### src/hdl/svpa_pkg.sv
package svpa_pkg;

	localparam int unsigned PosW = 8;
	localparam int unsigned HoldW = 5;
	localparam int unsigned SettleW = 3;
	localparam int unsigned CfgIdxW = 8;
	localparam int unsigned InDataW = 96;
	localparam int unsigned OutDataW = 16;

	localparam logic [PosW-1:0] LeftSetReset = 8'd120;
	localparam logic [PosW-1:0] LeftResetReset = 8'd200;
	localparam logic [PosW-1:0] RightSetReset = 8'd200;
	localparam logic [PosW-1:0] RightResetReset = 8'd120;

	localparam logic [HoldW-1:0] HoldShot = 5'd5;
	localparam logic [HoldW-1:0] HoldSwitch = 5'd10;
	localparam logic [HoldW-1:0] HoldKey = 5'd20;
	localparam logic [SettleW-1:0] SettleTicks = 3'd5;
	localparam logic [PosW-1:0] YawOffset = 8'd20;
	localparam logic signed [15:0] ShotMagLimit = 16'sd1000;
	localparam logic signed [10:0] StickDead = 11'sd10;
	localparam logic signed [15:0] MouseDead = 16'sd10;

	// Switch position codes.
	localparam logic [1:0] SwUp = 2'd0;
	localparam logic [1:0] SwMid = 2'd1;
	localparam logic [1:0] SwDown = 2'd2;

	// Key flag bit positions.
	localparam int unsigned KeyR = 0;
	localparam int unsigned KeyW = 1;
	localparam int unsigned KeyS = 2;
	localparam int unsigned KeyA = 3;
	localparam int unsigned KeyD = 4;

	// Configuration register indexes.
	localparam logic [CfgIdxW-1:0] CfgLeftSet = 8'd0;
	localparam logic [CfgIdxW-1:0] CfgLeftReset = 8'd1;
	localparam logic [CfgIdxW-1:0] CfgRightSet = 8'd2;
	localparam logic [CfgIdxW-1:0] CfgRightReset = 8'd3;

	typedef struct packed {
		logic [PosW-1:0] left_set_pos;
		logic [PosW-1:0] left_reset_pos;
		logic [PosW-1:0] right_set_pos;
		logic [PosW-1:0] right_reset_pos;
	} svpa_cfg_t;

	typedef struct packed {
		logic signed [15:0] shot_speed_target;
		logic signed [15:0] shot_speed_meas;
		logic [1:0] switch_right;
		logic [1:0] switch_left;
		logic signed [10:0] stick_yaw;
		logic signed [10:0] stick_strafe;
		logic signed [10:0] stick_drive;
		logic signed [15:0] mouse_dx;
		logic [4:0] key_flags;
	} svpa_in_t;

	typedef struct packed {
		logic [HoldW-1:0] hold_count;
		logic sweep_dir;
		logic [SettleW-1:0] settle_count;
		logic [PosW-1:0] left_now;
		logic [PosW-1:0] right_now;
	} svpa_state_t;

endpackage

### src/hdl/svpa_cfg.sv
module svpa_cfg (
	input logic clk,
	input logic arst_n,
	input logic cfg_valid,
	input logic [svpa_pkg::CfgIdxW-1:0] cfg_index,
	input logic [svpa_pkg::PosW-1:0] cfg_data,
	output svpa_pkg::svpa_cfg_t cfg
);
	import svpa_pkg::*;

	svpa_cfg_t regs_q;

	always_ff @(posedge clk or negedge arst_n) begin
		if (!arst_n) begin
			regs_q.left_set_pos <= LeftSetReset;
			regs_q.left_reset_pos <= LeftResetReset;
			regs_q.right_set_pos <= RightSetReset;
			regs_q.right_reset_pos <= RightResetReset;
		end else if (cfg_valid) begin
			case (cfg_index)
				CfgLeftSet: regs_q.left_set_pos <= cfg_data;
				CfgLeftReset: regs_q.left_reset_pos <= cfg_data;
				CfgRightSet: regs_q.right_set_pos <= cfg_data;
				CfgRightReset: regs_q.right_reset_pos <= cfg_data;
				default: ;
			endcase
		end
	end

	assign cfg = regs_q;

endmodule

### src/hdl/svpa_step.sv
module svpa_step (
	input svpa_pkg::svpa_in_t item,
	input svpa_pkg::svpa_state_t st,
	input svpa_pkg::svpa_cfg_t cfg,
	output svpa_pkg::svpa_state_t nxt
);
	import svpa_pkg::*;

	logic [HoldW-1:0] hold;
	logic shot_active;
	logic yaw_right, yaw_left, fwd, back, strafe_a, strafe_d;
	logic [PosW:0] sum_l, sum_r;
	logic [PosW-1:0] mid_l, mid_r;
	logic [PosW-1:0] up_l, up_r, dn_l, dn_r;
	logic [PosW-1:0] s1_l, s1_r;
	logic flip0;

	always_comb begin
		hold = (st.hold_count != '0) ? st.hold_count - 1'b1 : '0;
		shot_active = (item.shot_speed_target != '0) &&
			((item.shot_speed_meas > ShotMagLimit) || (item.shot_speed_meas < -ShotMagLimit));
		if (shot_active) begin
			hold = HoldShot;
		end
		if (!(item.switch_left inside {SwUp, SwMid})) begin
			hold = HoldSwitch;
		end
		if (item.switch_right == SwDown || item.key_flags[KeyR]) begin
			hold = HoldKey;
		end

		yaw_right = (item.stick_yaw > StickDead) || (item.mouse_dx > MouseDead);
		yaw_left = (item.stick_yaw < -StickDead) || (item.mouse_dx < -MouseDead);
		fwd = (item.stick_drive > StickDead) || item.key_flags[KeyW];
		back = (item.stick_drive < -StickDead) || item.key_flags[KeyS];
		strafe_a = (item.stick_strafe > StickDead) || item.key_flags[KeyA];
		strafe_d = (item.stick_strafe < -StickDead) || item.key_flags[KeyD];

		sum_l = {1'b0, cfg.left_reset_pos} + {1'b0, cfg.left_set_pos};
		sum_r = {1'b0, cfg.right_reset_pos} + {1'b0, cfg.right_set_pos};
		mid_l = sum_l[PosW:1];
		mid_r = sum_r[PosW:1];

		// Step toward the reset pose; a bound on the wrong side is taken directly.
		up_l = (st.left_now < cfg.left_reset_pos) ? st.left_now + 1'b1 : cfg.left_reset_pos;
		up_r = (st.right_now > cfg.right_reset_pos) ? st.right_now - 1'b1 : cfg.right_reset_pos;
		flip0 = (up_l == cfg.left_reset_pos) && (up_r == cfg.right_reset_pos);

		// Step toward the set pose, from the current pose or from the turnaround.
		s1_l = st.sweep_dir ? st.left_now : up_l;
		s1_r = st.sweep_dir ? st.right_now : up_r;
		dn_l = (s1_l > cfg.left_set_pos) ? s1_l - 1'b1 : cfg.left_set_pos;
		dn_r = (s1_r < cfg.right_set_pos) ? s1_r + 1'b1 : cfg.right_set_pos;

		nxt = st;
		nxt.hold_count = hold;
		nxt.settle_count = SettleTicks;
		if (hold != '0) begin
			nxt.left_now = cfg.left_set_pos;
			nxt.right_now = cfg.right_set_pos;
			nxt.sweep_dir = 1'b0;
		end else if (yaw_right) begin
			nxt.left_now = cfg.left_reset_pos - YawOffset;
			nxt.right_now = cfg.right_set_pos - YawOffset;
			nxt.sweep_dir = 1'b0;
		end else if (yaw_left) begin
			nxt.left_now = cfg.left_set_pos + YawOffset;
			nxt.right_now = cfg.right_reset_pos + YawOffset;
			nxt.sweep_dir = 1'b1;
		end else if (fwd) begin
			nxt.left_now = cfg.left_set_pos;
			nxt.right_now = cfg.right_set_pos;
			nxt.sweep_dir = 1'b0;
		end else if (back) begin
			nxt.left_now = cfg.left_reset_pos;
			nxt.right_now = cfg.right_reset_pos;
			nxt.sweep_dir = 1'b1;
		end else if (strafe_a || strafe_d) begin
			nxt.left_now = mid_l;
			nxt.right_now = mid_r;
			nxt.sweep_dir = !strafe_a;
		end else if (st.settle_count != '0) begin
			nxt.left_now = mid_l;
			nxt.right_now = mid_r;
			nxt.settle_count = st.settle_count - 1'b1;
		end else begin
			nxt.settle_count = st.settle_count;
			if (!st.sweep_dir && !flip0) begin
				nxt.left_now = up_l;
				nxt.right_now = up_r;
				nxt.sweep_dir = 1'b0;
			end else begin
				nxt.left_now = dn_l;
				nxt.right_now = dn_r;
				nxt.sweep_dir = !((dn_l == cfg.left_set_pos) && (dn_r == cfg.right_set_pos));
			end
		end
	end

endmodule

### src/hdl/servo_pose_animator.sv
// Servo pose animator: each accepted item is one control tick and yields exactly one
// item with the left and right servo compare values. An item is registered on entry,
// evaluated combinationally against the hold/sweep state, and lands in the output
// register, so the block takes one item per clock unless both registers are full and
// m_tready is low; the output register lets a new item enter while a result waits.
// Pose registers are written through the cfg port (index 0..3; other indexes are
// ignored) and apply from the next item on; write them only when no item is in flight.
module servo_pose_animator (
	input logic clk,
	input logic arst_n,
	input logic s_tvalid,
	output logic s_tready,
	// From bit 0: shot_speed_target[15:0], shot_speed_meas[31:16], switch_right[33:32],
	// switch_left[35:34], stick_yaw[46:36], stick_strafe[57:47], stick_drive[68:58],
	// mouse_dx[84:69], key_flags[89:85], zero fill [95:90].
	input logic [svpa_pkg::InDataW-1:0] s_tdata,
	output logic m_tvalid,
	input logic m_tready,
	// From bit 0: left_pos[7:0], right_pos[15:8].
	output logic [svpa_pkg::OutDataW-1:0] m_tdata,
	input logic cfg_valid,
	output logic cfg_ready,
	input logic [svpa_pkg::CfgIdxW-1:0] cfg_index,
	input logic [svpa_pkg::PosW-1:0] cfg_data
);
	import svpa_pkg::*;

	svpa_cfg_t cfg;
	svpa_in_t item_in;
	svpa_in_t item_s1;
	logic valid_s1;
	svpa_state_t state_q;
	svpa_state_t state_nxt;
	logic out_valid_q;
	logic [OutDataW-1:0] out_data_q;
	logic advance;

	assign cfg_ready = 1'b1;

	svpa_cfg u_cfg (
		.clk(clk),
		.arst_n(arst_n),
		.cfg_valid(cfg_valid),
		.cfg_index(cfg_index),
		.cfg_data(cfg_data),
		.cfg(cfg)
	);

	always_comb begin
		item_in.shot_speed_target = s_tdata[15:0];
		item_in.shot_speed_meas = s_tdata[31:16];
		item_in.switch_right = s_tdata[33:32];
		item_in.switch_left = s_tdata[35:34];
		item_in.stick_yaw = s_tdata[46:36];
		item_in.stick_strafe = s_tdata[57:47];
		item_in.stick_drive = s_tdata[68:58];
		item_in.mouse_dx = s_tdata[84:69];
		item_in.key_flags = s_tdata[89:85];
	end

	// The stage-1 item moves on whenever the output register is free or being emptied.
	assign advance = !out_valid_q || m_tready;
	assign s_tready = !valid_s1 || advance;

	always_ff @(posedge clk or negedge arst_n) begin
		if (!arst_n) begin
			valid_s1 <= 1'b0;
		end else if (s_tready) begin
			valid_s1 <= s_tvalid;
		end
	end

	always_ff @(posedge clk) begin
		if (s_tready && s_tvalid) begin
			item_s1 <= item_in;
		end
	end

	svpa_step u_step (
		.item(item_s1),
		.st(state_q),
		.cfg(cfg),
		.nxt(state_nxt)
	);

	always_ff @(posedge clk or negedge arst_n) begin
		if (!arst_n) begin
			state_q.hold_count <= '0;
			state_q.sweep_dir <= 1'b1;
			state_q.settle_count <= SettleTicks;
			state_q.left_now <= LeftResetReset;
			state_q.right_now <= RightResetReset;
			out_valid_q <= 1'b0;
		end else begin
			if (valid_s1 && advance) begin
				state_q <= state_nxt;
			end
			if (advance) begin
				out_valid_q <= valid_s1;
			end
		end
	end

	always_ff @(posedge clk) begin
		if (valid_s1 && advance) begin
			out_data_q <= {state_nxt.right_now, state_nxt.left_now};
		end
	end

	assign m_tvalid = out_valid_q;
	assign m_tdata = out_data_q;

	a_ready_low_only_when_full: assert property (@(posedge clk) disable iff (!arst_n)
		!s_tready |-> (valid_s1 && out_valid_q && !m_tready))
		else $error("input stalled while the pipeline has room");

	a_state_still_without_item: assert property (@(posedge clk) disable iff (!arst_n)
		!valid_s1 |=> $stable(state_q))
		else $error("tick state changed with no item in flight");

	a_key_hold_load: assert property (@(posedge clk) disable iff (!arst_n)
		(valid_s1 && advance && (item_s1.switch_right == SwDown || item_s1.key_flags[KeyR]))
		|=> (state_q.hold_count == HoldKey && !state_q.sweep_dir))
		else $error("hold not loaded for switch down or key R");

	a_result_tracks_state: assert property (@(posedge clk) disable iff (!arst_n)
		(valid_s1 && advance) |=>
		(m_tvalid && m_tdata == {state_q.right_now, state_q.left_now}))
		else $error("result differs from the stored servo positions");

endmodule

### config.mk
export PLATFORM = sky130hd
export DESIGN_NAME = servo_pose_animator
export DESIGN_NICKNAME = d
export VERILOG_FILES = /design/src/hdl/svpa_pkg.sv /design/src/hdl/svpa_cfg.sv /design/src/hdl/svpa_step.sv /design/src/hdl/servo_pose_animator.sv
export SDC_FILE = /design/constraint.sdc
export NUM_CORES = 1
export LEC_CHECK = 0
export ABC_AREA = 1
export BUFFER_PORTS_ARGS = -buffer_cell sky130_fd_sc_hd__buf_2
export CORE_MARGIN = 5
export CORE_UTILIZATION = 47
export DETAILED_ROUTE_END_ITERATION = 10
export MAX_ROUTING_LAYER = met4
export PLACE_DENSITY = 0.69
export SYNTH_ARGS = -nofsm -noshare
export SYNTH_HDL_FRONTEND = slang
export SYNTH_SLANG_ARGS = --single-unit
### constraint.sdc
create_clock -name clk -period 3.87 [get_ports clk]
set_input_delay 0 -clock clk [delete_from_list [all_inputs] [get_ports clk]]
set_output_delay 0 -clock clk [all_outputs]
set_load 0.02 [all_outputs]
==> results of run 1 <==
==> final cells by class <==
class,count,area [um2],share of cell area
Antenna cell,1,2.50,0.000174
Clock buffer,17,425,0.0296
Clock inverter,15,161,0.0112
Inverter,141,531,0.0369
Multi-Input combinational cell,1048,5800,0.404
Sequential cell,164,4660,0.325
Tap cell,285,357,0.0248
Timing Repair Buffer,326,2420,0.168
==> where the power goes <==
part / total [mW] / switching, mW / internal (mW)
Sequential: 2.15 / 0.104 / 2.04
Clock: 1.69 / 0.823 / 0.866
Combinational: 3.92 / 2.35 / 1.58
Total: 7.76 / 3.27 / 4.49
==> sequential cells by signal (all words and copies together), names as in the netlist <==
signal / flops
m_tdata: 16
valid_s1: 1
m_tvalid: 1
item_s1: 89
u_cfg.cfg: 32
state_q: 25
==> per-layer routing <==
layer	up-vias	wire length, um
met5	-	0
met4	0	1030
met3	69	2730
met2	547	16700
met1	5126	15400
li1	5255	-
==> cells in the final DEF, fill, tap and decap left out, types with 24 or more instances in the layout <==
cell type,count
buf_2,128
xor2_1,33
buf_4,89
dfstp_2,24
dfrtp_1,34
o21ai_0,80
ha_1,44
nand3_1,74
edfxtp_1,105
inv_1,126
nand2_2,24
dlygate4sd3_1,102
a21oi_1,85
nor2_1,88
nand2_1,441
nand4_1,27
==> timing repair <==
| action | in CTS | in global routing |
|---|---|---|
| pin swaps | 3 | 51 |
| gates resized for setup | 9 | 74 |
| buffers inserted | 3 | 10 |
| endpoints found under the setup margin | 15 | 33 |
| hold buffers | 102 | 0 |
| hold endpoints to repair | 160 | 0 |
| gates cloned | 0 | 2 |
==> critical path: stages (launching register included) <==
cell and delay (ns):
dfstp_2 0.54, inv_2 0.05, ha_4 0.23, a21oi_2 0.16, o21a_4 0.18, buf_4 0.11
nand3_1 0.07, nand2_1 0.09, nand2_1 0.06, nand2_2 0.12, inv_2 0.06, ha_4 0.26
nand4_1 0.16, buf_4 0.19, nor3b_4 0.22, nand3_4 0.13, nand2_4 0.15, o21ai_0 0.10
nand2_1 0.08, nand2_1 0.06, o21bai_1 0.15, nand2_1 0.07, nand2_1 0.07, nand2_1 0.05
nand2_1 0.05, nand2_1 0.09
==> cells by family after synthesis <==
kind of cell | count (synthesis) | share of synthesized area
buffers and inverters | 184 | 0.0683
AO/OA/AOI/OAI | 223 | 0.114
other | 1 | 0.000347
adder cells (fa/ha/maj) | 56 | 0.0662
AND/OR/NAND/NOR | 726 | 0.287
XOR/XNOR | 41 | 0.0332
flip-flops | 164 | 0.431
==> worst paths after layout <==
path	start	to	slack, ns	depth (start not counted)
max in group asynchronous	arst_n	state_q[8]	2.93	3
max	u_cfg.cfg[23]	m_tdata[7]	0.12	25
min in group clk	cfg_index[0]	u_cfg.cfg[15]	0.25	4
max reg2reg	u_cfg.cfg[23]	m_tdata[7]	0.12	25
min reg2reg	state_q[17]	state_q[17]	0.52	2
min	arst_n	state_q[11]	0.18	2
==> stage by stage <==
stage / instance area [um2] / hold slack (ns) / setup slack [ns]
6_report: 14400 / 0.183 / 0.120
4_1_cts: 13900 / 0.149 / 0.00610
2_1_floorplan: 10800 / -0.296 / 0.00195
3_5_place_dp: 12300 / -0.118 / -0.0498
3_3_place_gp: 12300 / -0.115 / 0.0631
5_1_grt: 14400 / 0.204 / -0.230
==> flow_metrics.env, run 1 <==
export IMPL_layout_cells_non_filler=1997
export IMPL_gr_total_overflow=0
export IMPL_cts_tree="yes"
export IMPL_postRouteAntennaNets=0
export IMPL_synth_top_area_cell="edfxtp_1"
export IMPL_synth_async_sr_flop_share=0.360
export IMPL_cts_htree_levels=4
export IMPL_cts_buffer_depth=2
export IMPL_fp_row_count=55
export IMPL_drive_gt1_frac=0.225
export IMPL_power_total_mw=7.76
export IMPL_numCtsBuffers=17
export IMPL_initial_core_util=0.478
export IMPL_status="finished, final reports clean"
export IMPL_dp_cells=1847
export IMPL_grt_pass1_wl_mm=56.3
export IMPL_gr_usage_met2=0.437
export IMPL_grt_busiest_layer="met2"
export IMPL_path_class="flop to flop"
export IMPL_cts_root_buf="clkbuf_16"
export IMPL_end_kind="flop"
export IMPL_netlist_instances=1395
export IMPL_grt_max_degree=50
export IMPL_ys_ff_latch=164
export IMPL_synth_nets=1568
export IMPL_portBuffers=127
export IMPL_dieWidth_um=162
export IMPL_wl_mm=35.9
export IMPL_dieHeight_um=162
export IMPL_post_synth_top_count_cell="nand2_1"
export IMPL_ys_seq_area_frac=0.431
export IMPL_final_core_util=0.634
export IMPL_critPathArrivalTime_ns=3.91
export IMPL_final_nets=1871
export IMPL_vias=11000
export IMPL_synth_cell_types=54
export IMPL_finalMaxSlewViolations=0
export IMPL_hold_viol=0
export IMPL_maxCapViolCount=0
export IMPL_cp_max_fo=13
export IMPL_first_global_vias=10500
export IMPL_drcViolationCount=0
export IMPL_yosys_top_cells_count="nand2_1 (454), inv_1 (137), edfxtp_1 (105)"
export IMPL_io_pins=136
export IMPL_use_met1=0.380
export IMPL_grt_usage=0.277
export IMPL_fmax_ghz=0.267
export IMPL_fill_cells=1781
export IMPL_required_ns=4.03
export IMPL_post_drt_via_cell_ratio=5.51
export IMPL_yosys_warnings=0
export IMPL_startpoint_type="flop"
export IMPL_power_density_nw_per_um2=540
export IMPL_hold_path_class="input port to async pin"
export IMPL_period_share=0.969
export IMPL_timing_slew_headroom=0.477
export IMPL_die_area_um2=26100
export IMPL_clk_latency_ns=0.43
export IMPL_tightest_slew_ns=0.782
export IMPL_ys_flop_type="edfxtp_1"
export IMPL_synthesis_area_um2=10800
export IMPL_detail_route_wl_per_cell_um=18.0
export IMPL_clkTransAtPathRegs_ns=0.08
export IMPL_setup_viol=0
export IMPL_dpl_hpwl_mm=24.1
export IMPL_synth_edff_count=105
export IMPL_grt_antenna_before_repair=1
export IMPL_avgSynthCellArea_um2=7.75
export IMPL_areaGrowthSynthToFinish_pct=32.8
export IMPL_period_needed_ns=3.75
export IMPL_cts_num_sinks=164
export IMPL_fin_skew_ns=0.0111
export IMPL_gp_congestion=0.966
export IMPL_p_leak_nw=6.59
export IMPL_synth_area_leaders="edfxtp_1 (29%), nand2_1 (16%), dfrtp_1 (8.1%)"
export IMPL_rsz0062_at_grt="yes"
export IMPL_met3_usage=0.0325
export IMPL_core_area_um2=22600
export IMPL_netlist_area_leader_share=0.292
export IMPL_fin_tns_setup_ns=0
export IMPL_dr_first_iter_drc_count=1036
export IMPL_peakVddDrop_mv=0.315
export IMPL_first_pass_iters=5
(Power assumes the default switching activity.)
==> run 2, diff against run 1 <==
--- a/config.mk
+++ b/config.mk
@@ -8,10 +8,9 @@
 export ABC_AREA = 1
 export BUFFER_PORTS_ARGS = -buffer_cell sky130_fd_sc_hd__buf_2
 export CORE_MARGIN = 5
-export CORE_UTILIZATION = 47
+export CORE_UTILIZATION = 38
 export DETAILED_ROUTE_END_ITERATION = 10
 export MAX_ROUTING_LAYER = met4
-export PLACE_DENSITY = 0.69
 export SYNTH_ARGS = -nofsm -noshare
 export SYNTH_HDL_FRONTEND = slang
 export SYNTH_SLANG_ARGS = --single-unit
==> run 2 against run 1 <==
Maximum frequency shrank 0.72%. Critical path type unchanged. Die area grew 22%. Critical path depth grew 1. Worst hold slack better by 0.0096 ns. Cell count grew 5.1%. Sequential power about the same. Register-to-register slack worse by 0.03 ns. Critical endpoint is now state_q[11]. Non-clock buffer count rose by 6.
==> flow_metrics.env, run 2 (synthesized netlist as in run 1, its figures left out) <==
export IMPL_end_kind="flop"
export IMPL_cts_htree_levels=4
export IMPL_first_pass_iters=6
export IMPL_combPwrFrac=0.520
export IMPL_grt_pass1_wl_mm=56.1
export IMPL_areaGrowthSynthToFinish_pct=35.5
export IMPL_r2r_start="state_q[11]"
export IMPL_post_drt_via_cell_ratio=5.11
export IMPL_timing_slew_headroom=0.278
export IMPL_cp_max_fo=6
export IMPL_detail_route_wl_per_cell_um=17.3
export IMPL_final_nets=1878
export IMPL_grt_antenna_before_repair=2
export IMPL_clkTransAtPathRegs_ns=0.08
export IMPL_dpl_hpwl_mm=25.4
export IMPL_finalInstanceArea_um2=14700
export IMPL_peakVddDrop_mv=0.375
export IMPL_postPlaceCellArea_um2=12500
export IMPL_path_class="flop to flop"
export IMPL_layout_cells_non_filler=2098
export IMPL_portBuffers=127
export IMPL_switching_power_mw=3.54
export IMPL_dieWidth_um=179
export IMPL_seqPwrFrac=0.261
export IMPL_finalMaxSlewViolations=0
export IMPL_regToRegEndpoint="state_q[11]"
export IMPL_vias=10700
export IMPL_cts_num_sinks=164
export IMPL_r2r_cells=26
export IMPL_grt_max_degree=36
export IMPL_dr_first_iter_drc_count=1159
export IMPL_rsz0062_at_grt="yes"
export IMPL_core_area_um2=27900
export IMPL_maxCapViolCount=0
export IMPL_io_pins=136
export IMPL_final_common_cell="nand2_1"
export IMPL_status="finished, final reports clean"
export IMPL_wl_mm=36.3
export IMPL_setup_viol=0
export IMPL_tightest_slew_ns=1.08
export IMPL_cts_buffer_depth=2
export IMPL_critPathArrivalTime_ns=4.13
export IMPL_initial_core_util=0.387
export IMPL_fp_row_count=61
export IMPL_startpoint_type="flop"
export IMPL_cts_tree="yes"
export IMPL_hold_viol=0
export IMPL_top_register="item_s1"
export IMPL_p_int_mw=4.66
export IMPL_fmax_ghz=0.265
export IMPL_hold_path_class="input port to async pin"
export IMPL_clkPwrFrac=0.219
export IMPL_gp_congestion=0.977
export IMPL_p_sw_frac=0.431
export IMPL_fin_tns_setup_ns=0
export IMPL_cts_root_buf="clkbuf_16"
export IMPL_gr_total_overflow=0
export IMPL_clk_latency_ns=0.43
export IMPL_largest_reg_flops=89
export IMPL_power_total_mw=8.20
export IMPL_p_leak_nw=6.65
export IMPL_first_global_vias=10500
export IMPL_numCtsBuffers=17
export IMPL_power_density_nw_per_um2=560
export IMPL_drive_gt1_frac=0.239
export IMPL_dp_cells=1951
export IMPL_fin_skew_ns=0.0179
export IMPL_dieHeight_um=179
export IMPL_mostFrequentLayoutCells="nand2_1 (428), buf_2 (128), inv_1 (127), edfxtp_1 (105), dlygate4sd3_1 (102)"
export IMPL_period_share=0.976
export IMPL_die_area_um2=31900
export IMPL_drcViolationCount=0
export IMPL_grt_usage=0.231
export IMPL_final_core_util=0.525
export IMPL_period_needed_ns=3.78
export IMPL_required_ns=4.22
export IMPL_regToRegSetupSlack_ns=0.09
export IMPL_postRouteAntennaNets=0
## run 2: area by class of cell
class	instances	area, um2
fill	2662	13300
multi-input combinational	1049	5880
antenna	2	5.00
clock buffer	17	425
timing repair buffer	332	2470
sequential	164	4660
clock inverter	15	201
inverter	141	533
tap	378	473
## run 2: routing by layer
metal / vias to the layer above / track usage / wire length (um) / part of all wire
li1: 5284 / - / - / -
met1: 4933 / 0.314 / 16400 / 0.45
met2: 454 / 0.361 / 16500 / 0.46
met3: 55 / 0.0403 / 2510 / 0.069
met4: 0 / 0.0611 / 822 / 0.023
met5: - / - / 0 / 0
## run 2: what timing repair did
action / in CTS / in global routing
endpoints found under the hold margin: 130 / 0
setup endpoints to repair: 16 / 33
gates cloned: 0 / 3
resized for setup: 3 / 105
buffers inserted: 1 / 7
pin swaps: 7 / 53
hold buffers: 102 / 0
## run 2: worst max-delay path: stages (launching register included)
cell	delay, ns
dfstp_2	0.64
ha_4	0.24
nand2_2	0.05
inv_1	0.04
nand2_1	0.09
nand2_2	0.07
nand2_4	0.11
nand2_8	0.08
buf_6	0.13
nand2_4	0.05
nand3_2	0.06
nand2_2	0.10
inv_2	0.05
ha_4	0.25
nand4_1	0.16
nor3b_2	0.26
nand3_2	0.20
a21boi_4	0.23
buf_6	0.12
o21bai_1	0.14
nand2_1	0.08
nand3_2	0.07
a21oi_2	0.06
o21ai_2	0.16
nand2_1	0.08
nand3_2	0.10
nand2_1	0.08
## run 2: stage by stage
step | setup slack [ns] | hold WS [ns]
detailed placement | -0.0839 | 0.108
CTS | 0.0185 | 0.191
global route | -0.187 | 0.248
finish | 0.0929 | 0.193
global placement | -0.0299 | 0.111
floorplan | 0.00195 | -0.296
## run 2: worst max-delay path by stage
stage,from,endpoint,slack [ns],cells after the start
6_report,state_q[11],state_q[11],0.09,26
5_1_grt,state_q[11],state_q[10],-0.19,32
4_1_cts,u_cfg.cfg[23],state_q[19],0.02,28
3_5_place_dp,u_cfg.cfg[23],state_q[10],-0.08,27
3_3_place_gp,u_cfg.cfg[23],m_tdata[1],-0.03,25
2_1_floorplan,u_cfg.cfg[5],m_tdata[9],0.002,25
## run 2: power groups by stage
stage	Combinational, mW	Sequential [mW]	Clock (mW)
floorplan	2.35	2.18	0
global placement	3.51	2.17	0
finish	4.26	2.14	1.80
CTS	3.65	2.14	1.82
detailed placement	3.52	2.17	0
global route	4.70	2.16	1.89
